==> src/rtl/modular_binomial_table_engine_assert.svh <==
// assertion helpers shared by the engine modules
`ifndef MODULAR_BINOMIAL_TABLE_ENGINE_ASSERT_SVH
`define MODULAR_BINOMIAL_TABLE_ENGINE_ASSERT_SVH

// same-cycle implication, checked out of reset
`define MBT_ASSERT_IMP(label, clk, rst_n, ante, cons, msg) \
    label: assert property (@(posedge clk) disable iff (!rst_n) (ante) |-> (cons)) \
        else $error(msg);

// next-cycle implication, checked out of reset
`define MBT_ASSERT_NXT(label, clk, rst_n, ante, cons, msg) \
    label: assert property (@(posedge clk) disable iff (!rst_n) (ante) |=> (cons)) \
        else $error(msg);

`endif

==> src/rtl/mbt_pkg.sv <==
// ----------------------------------------------------------------------------
// mbt_pkg
// types and constants of the modular binomial table engine
// ----------------------------------------------------------------------------
package mbt_pkg;

    localparam int TABLE_SIZE = 4096;
    localparam int IDX_W      = $clog2(TABLE_SIZE);
    localparam int FIELD_W    = 12;
    localparam int VAL_W      = 31;
    localparam int STEP_CNT_W = $clog2(VAL_W);

    localparam logic [VAL_W-1:0] MODULUS_RESET = 31'd1000000007;

    typedef enum logic [1:0] {
        KIND_BUILD = 2'd0,
        KIND_BINOM = 2'd1,
        KIND_MULTI = 2'd2,
        KIND_NONE  = 2'd3
    } t_kind;

    typedef enum logic [1:0] {
        ST_OK        = 2'd0,
        ST_NOT_READY = 2'd1,
        ST_RANGE     = 2'd2
    } t_status;

    typedef struct packed {
        t_kind              kind;
        logic [FIELD_W-1:0] top;
        logic [FIELD_W-1:0] choose;
    } t_item;

    typedef struct packed {
        logic [VAL_W-1:0] value;
        t_status          status;
    } t_result;

    // one pass of the shift-reduce unit
    typedef struct packed {
        logic [VAL_W-1:0] m;
        logic [VAL_W-1:0] addend;
        logic [VAL_W-1:0] scan;
    } t_step_req;

endpackage

==> src/rtl/mbt_step_unit.sv <==
// ----------------------------------------------------------------------------
// mbt_step_unit
// shared shift-reduce unit: acc = (2*acc + bit*addend) mod m, msb first
// ----------------------------------------------------------------------------
module mbt_step_unit (
    input  logic                     i_clk,
    input  logic                     i_rst_n,
    input  logic                     i_start,
    input  mbt_pkg::t_step_req       i_req,
    output logic                     o_done,
    output logic [mbt_pkg::VAL_W-1:0] o_rem,
    output logic [mbt_pkg::VAL_W-1:0] o_quo
);
    import mbt_pkg::*;
    `include "modular_binomial_table_engine_assert.svh"

    localparam logic [STEP_CNT_W-1:0] LAST_STEP = STEP_CNT_W'(VAL_W - 1);

    logic                  r_busy;
    logic                  r_done;
    logic [STEP_CNT_W-1:0] r_cnt;
    logic [VAL_W-1:0]      r_acc;
    logic [VAL_W-1:0]      r_quo;
    logic [VAL_W-1:0]      r_scan;
    logic [VAL_W-1:0]      r_m;
    logic [VAL_W-1:0]      r_add;

    logic [VAL_W+1:0] w_sum;
    logic [VAL_W+1:0] w_m1;
    logic [VAL_W+1:0] w_m2;
    logic [VAL_W-1:0] n_acc;
    logic             n_qbit;

    // sum stays below three times m, so one subtraction of m or of 2m reduces it
    always_comb begin
        w_sum = {1'b0, r_acc, 1'b0} + (r_scan[VAL_W-1] ? {2'b00, r_add} : '0);
        w_m1  = {2'b00, r_m};
        w_m2  = {1'b0, r_m, 1'b0};
        if (w_sum >= w_m2) begin
            n_acc  = VAL_W'(w_sum - w_m2);
            n_qbit = 1'b1;
        end else if (w_sum >= w_m1) begin
            n_acc  = VAL_W'(w_sum - w_m1);
            n_qbit = 1'b1;
        end else begin
            n_acc  = VAL_W'(w_sum);
            n_qbit = 1'b0;
        end
    end

    always_ff @(posedge i_clk) begin
        if (!i_rst_n) begin
            r_busy <= 1'b0;
            r_done <= 1'b0;
            r_cnt  <= '0;
        end else begin
            r_done <= 1'b0;
            if (r_busy) begin
                r_acc  <= n_acc;
                r_quo  <= {r_quo[VAL_W-2:0], n_qbit};
                r_scan <= {r_scan[VAL_W-2:0], 1'b0};
                r_cnt  <= r_cnt + 1'b1;
                if (r_cnt == LAST_STEP) begin
                    r_busy <= 1'b0;
                    r_done <= 1'b1;
                end
            end else if (i_start) begin
                r_busy <= 1'b1;
                r_cnt  <= '0;
                r_acc  <= '0;
                r_quo  <= '0;
                r_scan <= i_req.scan;
                r_m    <= i_req.m;
                r_add  <= i_req.addend;
            end
        end
    end

    assign o_done = r_done;
    assign o_rem  = r_acc;
    assign o_quo  = r_quo;

    `MBT_ASSERT_IMP(a_no_start_busy, i_clk, i_rst_n, i_start, !r_busy, "start while busy")
    `MBT_ASSERT_IMP(a_acc_reduced, i_clk, i_rst_n, r_busy, r_acc < r_m, "accumulator not reduced")
    `MBT_ASSERT_IMP(a_done_idle, i_clk, i_rst_n, r_done, !r_busy, "done while busy")

endmodule

==> config.mk <==
export PLATFORM = sky130hd
export DESIGN_NAME = mbt_step_unit
export DESIGN_NICKNAME = d
export VERILOG_FILES = /design/src/rtl/mbt_pkg.sv /design/src/rtl/mbt_step_unit.sv
export VERILOG_INCLUDE_DIRS = /design/src /design/src/rtl
export SDC_FILE = /design/constraint.sdc
export NUM_CORES = 1
export LEC_CHECK = 0
export ABC_AREA = 0
export BUFFER_PORTS_ARGS = -buffer_cell sky130_fd_sc_hd__buf_4
export CELL_PAD_IN_SITES_DETAIL_PLACEMENT = 1
export CELL_PAD_IN_SITES_GLOBAL_PLACEMENT = 1
export CORE_MARGIN = 5
export CORE_UTILIZATION = 31
export DETAILED_ROUTE_END_ITERATION = 7
export PLACE_DENSITY = 0.63
export SLEW_MARGIN = 30
export SYNTH_ARGS = -nofsm -noshare
export SYNTH_HDL_FRONTEND = slang
export SYNTH_SLANG_ARGS = --single-unit
==> constraint.sdc <==
create_clock -name i_clk -period 15.8 [get_ports i_clk]
set_input_delay 0 -clock i_clk [delete_from_list [all_inputs] [get_ports i_clk]]
set_output_delay 0 -clock i_clk [all_outputs]
set_load 0.05 [all_outputs]
# ---- Yosys cells after proc, flatten, opt, wreduce, memory -nomap -nowiden
# Cells that the tools add are included.
dict set report classes {
  add_sub_neg 4
  order_cmp 2
  n_eq_ne 1
  mux 16
  bitwise_logic 1
  reduce_logical 4
}
# operator count
set ops {}
lappend ops {{31-bit 2-to-1 mux} 8}
lappend ops {{31-bit subtractor} 2}
lappend ops {{32-bit by 31-bit adder with 33-bit output} 1}
lappend ops {{33-bit by 31-bit greater-or-equal comparator with 1-bit output} 1}
lappend ops {{33-bit by 32-bit greater-or-equal comparator with 1-bit output} 1}
lappend ops {{5-bit 2-to-1 mux} 2}
lappend ops {{1-bit 2-to-1 mux} 6}
lappend ops {{5-bit by 1-bit adder with 5-bit output, second input constant} 1}
lappend ops {{5-bit == test, second input constant} 1}
lappend ops {{2-bit AND reduction} 2}
lappend ops {{3-bit AND reduction} 1}
lappend ops {{2-bit nonzero test} 1}
lappend ops {{1-bit NOT} 1}
dict set report totals {
  reg_bits 162
  in_bits 96
  out_inout_bits 63
  elab_cells 37
}

# ---- Depth between registers and ports, before layout
dict set report depth {
  ltp_word 6
  ltp_mapped 26
  depth_no_buf 22
}

# ---- Least setup slack after synthesis
# OpenSTA, ideal clock, no wires.
dict set report synth_path {
  path_type {register -> register}
  from {reg r_busy}
  to {reg r_quo[0], in the netlist o_quo[0], enable pin}
  setup_time_ns 0.546
  arrival_time_ns 4.597
  t_required_ns 15.254
  setup_slack_ns 10.657
  path_stages_with_launch 4
  n_path_buf 1
  synth_period_minus_slack_ns 5.143
  cell_sequence {dfxtp_1 -> clkbuf_1 -> nor2_1 -> nor2_1}
}
dict set report synth_between {
  elab_chain_cells 2
}
# item line_no
set synth_rtl {}
lappend synth_rtl {{from (decl)} mbt_step_unit.sv:19} ;# logic r_busy;
lappend synth_rtl {{from (signal assigned)} mbt_step_unit.sv:53} ;# r_busy <= 1'b0;
lappend synth_rtl {{from (signal assigned)} mbt_step_unit.sv:64} ;# r_busy <= 1'b0;
lappend synth_rtl {{from (signal assigned)} mbt_step_unit.sv:68} ;# r_busy <= 1'b1;
lappend synth_rtl {{2-bit nonzero test (no line)} --}
lappend synth_rtl {{2-bit AND reduction (no line)} --}
lappend synth_rtl {{to (signal assigned)} mbt_step_unit.sv:60} ;# r_quo <= {r_quo[VAL_W-2:0], n_qbit};
lappend synth_rtl {{to (decl)} mbt_step_unit.sv:23} ;# logic [VAL_W-1:0] r_quo;
# Every way passes these cells.
# A chain may end at the register's enable or synchronous reset.

# ---- Final worst setup path
dict set report layout_path {
  from {reg r_scan[30]}
  to {reg r_acc[4], in the netlist o_rem[4] (data pin)}
}
dict set report layout_between {
  elab_chain_cells 6
  word_cells_on_any_way 9
  cone_classes {3 x add/sub; 2 x order compare; 4 x mux}
}
# item line_no
set layout_rtl {}
lappend layout_rtl {{from (decl)} mbt_step_unit.sv:24} ;# logic [VAL_W-1:0] r_scan;
lappend layout_rtl {{from (signal assigned)} mbt_step_unit.sv:61} ;# r_scan <= {r_scan[VAL_W-2:0], 1'b0};
lappend layout_rtl {{from (signal assigned)} mbt_step_unit.sv:72} ;# r_scan <= i_req.scan;
lappend layout_rtl {{31-bit 2-to-1 mux (*)} mbt_step_unit.sv:36} ;# w_sum = {1'b0, r_acc, 1'b0} + (r_scan[VAL_W-1] ? {2'b00, r_add} : '0);
lappend layout_rtl {{32-bit by 31-bit adder with 33-bit output (*)} mbt_step_unit.sv:36}
lappend layout_rtl {{31-bit subtractor / 33-bit by 31-bit greater-or-equal comparator with 1-bit output (equally long branches)} {mbt_step_unit.sv:43, mbt_step_unit.sv:42}}
lappend layout_rtl {{31-bit 2-to-1 mux} mbt_step_unit.sv:42} ;# end else if (w_sum >= w_m1) begin
lappend layout_rtl {{31-bit 2-to-1 mux (*)} mbt_step_unit.sv:39} ;# if (w_sum >= w_m2) begin
lappend layout_rtl {{31-bit 2-to-1 mux (*)} mbt_step_unit.sv:58} ;# if (r_busy) begin
lappend layout_rtl {{to (signal assigned)} mbt_step_unit.sv:59} ;# r_acc <= n_acc;
lappend layout_rtl {{to (decl)} mbt_step_unit.sv:22} ;# logic [VAL_W-1:0] r_acc;
# Every way passes the cells marked *; elsewhere a longest branch is shown, timed or not.

==> impl_metrics.json <==
{
  "worstSetupPathType": "register to register",
  "io_pins": 159,
  "p_total_mw": 1.92,
  "final_nets": 1543,
  "reg2reg_slack_ns": 8.96,
  "syn_area_sq_mm": 0.0114,
  "clock_tree.buffer_depth": 2,
  "antenna_found_initial": 0,
  "drv_slew": 0,
  "cts_tree": "done",
  "swShare_pct": 41.8,
  "clock-sinks": 162,
  "crit_end": "o_rem[4]",
  "setup_viol": 0,
  "placed_cell_area_sq_mm": 0.0131,
  "setup_tns_ns": 0,
  "critPathBufInv": 2,
  "place_inst": 1703,
  "synth_top_area_cell": "edfxtp_1",
  "synth_flop_cell": "edfxtp_1",
  "antenna_left": 0,
  "grt_first_pass_wirelength_microns": 57400,
  "power_frac_comb_pct": 49.1,
  "firstDrtPassIters": 5,
  "internal-power_mw": 1.12,
  "clkLatencyLatePin_ns": 0.46,
  "drive_above_1_share_pct": 19.3,
  "required_ns": 16.02,
  "p_seq_share_pct": 27.7,
  "most-common-layout-cells": "164 x buf_4, 155 x edfxtp_1, 96 x dlygate4sd3_1, 94 x ha_1, 87 x a21oi_1",
  "pre_cts_ws_ns": 8.91,
  "area_growth_pct": 29.2,
  "crit_arrival_ns": 7.06,
  "port-buffer-count": 158,
  "path_depth": 24,
  "numCtsBuffers": 17,
  "crit_path_start": "r_scan[30]",
  "worstReg2RegEnd": "o_rem[4]",
  "rows": 70,
  "num_vias": 9345,
  "yosys.cell_types.count": 73,
  "synthArstFlopShare_pct": 0,
  "die_y_microns": 201,
  "design_area_sq_mm": 0.0147,
  "power_density_mw_per_mm2": 131,
  "final_util_pct": 40.3,
  "final_common_cell": "buf_4",
  "setup_ws_ns": 8.96,
  "grt_max_degree": 63,
  "drtIter0Drc": 346,
  "irDropWorstVdd_mv": 0.104,
  "clkSlewWorstSetupHoldPaths_ns": 0.09,
  "synth_nets": 1297,
  "place_congestion": 0.859,
  "initial_utilization_pct": 31.2,
  "whs_ns": 0.257,
  "post-route-min-period_ns": 6.84,
  "syn_area_per_cell_sq_um": 10.3,
  "cap_viol_max_count": 0,
  "postCtsResizedCells": 0,
  "htreeDepth": 4,
  "coreArea_sq_mm": 0.0364,
  "leakagePower_nw": 6.06,
  "rsz0062_at_grt": "false",
  "grt_pass1_vias": 10200,
  "r2r_cells": 24,
  "die-area_sq_mm": 0.0406,
  "hold_viol": 0,
  "start_kind": "register",
  "synth_edf_count": 155,
  "seq_area_frac_synth_pct": 42.2,
  "hp-class": "input pin to register",
  "cp_cell_sequence": "buf_6, and2_1, ha_1, a21oi_1, nand2_1, o31ai_2, o21ai_1, a31o_2, o211ai_1, a21boi_0, or3_1, and2_1, ha_1, a21o_1, a21o_1, a21oi_1, nand2_1, a21o_1, a21oi_1, o22ai_2, nor2_4, buf_4, mux2_2, o211a_1",
  "skew_ns": 0.0239,
  "end_kind": "register",
  "viasPerCell": 5.10,
  "post-dp-hpwl_microns": 26700,
  "max_slew_margin_pct": 42.3,
  "netlist_top_cells_area": "edfxtp_1 41%, ha_1 10%, and2_1 4.0%",
  "yosysTopAreaCellShare_pct": 41.0,
  "syn-instance-count": 1104,
  "synth_seq_cells": 162,
  "clock.fmax_mhz": 146,
  "routed_wl_microns": 35800,
  "min_period_over_period_pct": 43.3,
  "cp_slowest_stage_delay_ns": 0.58,
  "yosys_warnings": 0,
  "layoutNonFillerInstCount": 1831,
  "routedWlPerCell_microns": 19.6,
  "drc": 0,
  "die_width_microns": 201,
  "cp_slowest_cell": "edfxtp_1",
  "antenna_cells": 0,
  "grt_use_total_pct": 17.6,
  "crit_path_max_fanout": 25,
  "timing.rr.start": "r_scan[30]",
  "cts_root_buf": "clkbuf_16",
  "grt_remaining_overflow": 0,
  "power_frac_clock_pct": 23.2,
  "path_delay_family": "compound AO/OA/AOI/OAI gates",
  "tightest_slew_ns": 0.865,
  "status": "finished, final reports clean",
  "net-switching-power_uw": 803
}
-- per-layer routing --
metal	global-route usage (%)	routed length [microns]	part of all wire, %	vias up
met5	0	0	0	-
met4	4.88	636	1.8	0
met3	3.85	1510	4.2	37
met2	29.3	16800	47	164
met1	23.3	16800	47	4533
li1	-	-	-	4611
-- kinds of logic after synthesis --
family	synth area share, %
XOR/XNOR	5.55
adder cells (fa/ha/maj)	10.9
AND/OR/NAND/NOR	14.5
AO/OA/AOI/OAI	18.0
flip-flops	42.2
multiplexers	5.37
buffers and inverters	3.47
-- state kept, by name, indices dropped and copies added (netlist names) --
register,flops
o_quo,31
o_rem,31
r_add,31
r_m,31
r_scan,31
r_cnt,5
o_done,1
r_busy,1
-- cells in the mapped netlist, types with 14 or more instances --
library cell / number
a31oi_1: 15
nand2_1: 59
mux2_2: 32
nand4_1: 19
nor2_1: 56
and2_1: 72
o21ai_0: 60
a21o_1: 45
xnor2_1: 47
xor2_1: 25
mux2i_1: 25
edfxtp_1: 155
nor3_1: 14
clkbuf_1: 24
nand3_1: 32
inv_1: 54
ha_1: 94
a21oi_1: 87
-- layout make-up --
type	instances	area [sq um]
fill	4065	21800
multi-input combinational	851	6200
sequential	162	4800
timing repair buffer	264	2270
tap	468	586
clock buffer	17	425
clock inverter	15	209
inverter	54	203
-- worst reg2reg max path, cell delays in order, from the launching register on --
cell	delay, ns
edfxtp_1	0.58
buf_6	0.25
and2_1	0.16
ha_1	0.33
a21oi_1	0.21
nand2_1	0.11
o31ai_2	0.46
o21ai_1	0.21
a31o_2	0.32
o211ai_1	0.25
a21boi_0	0.14
or3_1	0.34
and2_1	0.20
ha_1	0.36
a21o_1	0.20
a21o_1	0.17
a21oi_1	0.22
nand2_1	0.07
a21o_1	0.18
a21oi_1	0.17
o22ai_2	0.13
nor2_4	0.46
buf_4	0.46
mux2_2	0.40
o211a_1	0.20
-- power by group through the flow --
stage | Sequential [mW] | Combinational [mW] | Clock [mW]
detailed placement | 0.542 | 0.918 | 0
CTS | 0.532 | 0.944 | 0.461
global route | 0.535 | 1.04 | 0.479
floorplan | 0.597 | 0.631 | 0
finish | 0.532 | 0.942 | 0.446
global placement | 0.542 | 0.902 | 0
-- worst min path at each step --
stage                     slack, ns        end  cells past startpoint      start
after global routing           0.24     r_m[6]                      2  i_req[68]
after global placement         0.18     r_m[7]                      1  i_req[69]
final                          0.26   r_add[5]                      2  i_req[36]
after floorplan                 0.1   r_add[0]                      0  i_req[31]
after CTS                      0.22   r_add[5]                      2  i_req[36]
after detailed placement       0.18  r_add[22]                      1  i_req[53]
-- what timing repair did --
item | 4_1_cts | 5_1_grt
hold buffers | 96 | 0
buffers inserted | 0 | 0
hold endpoints to repair | 99 | 0
Note: power is estimated with default switching activity, not from simulation.
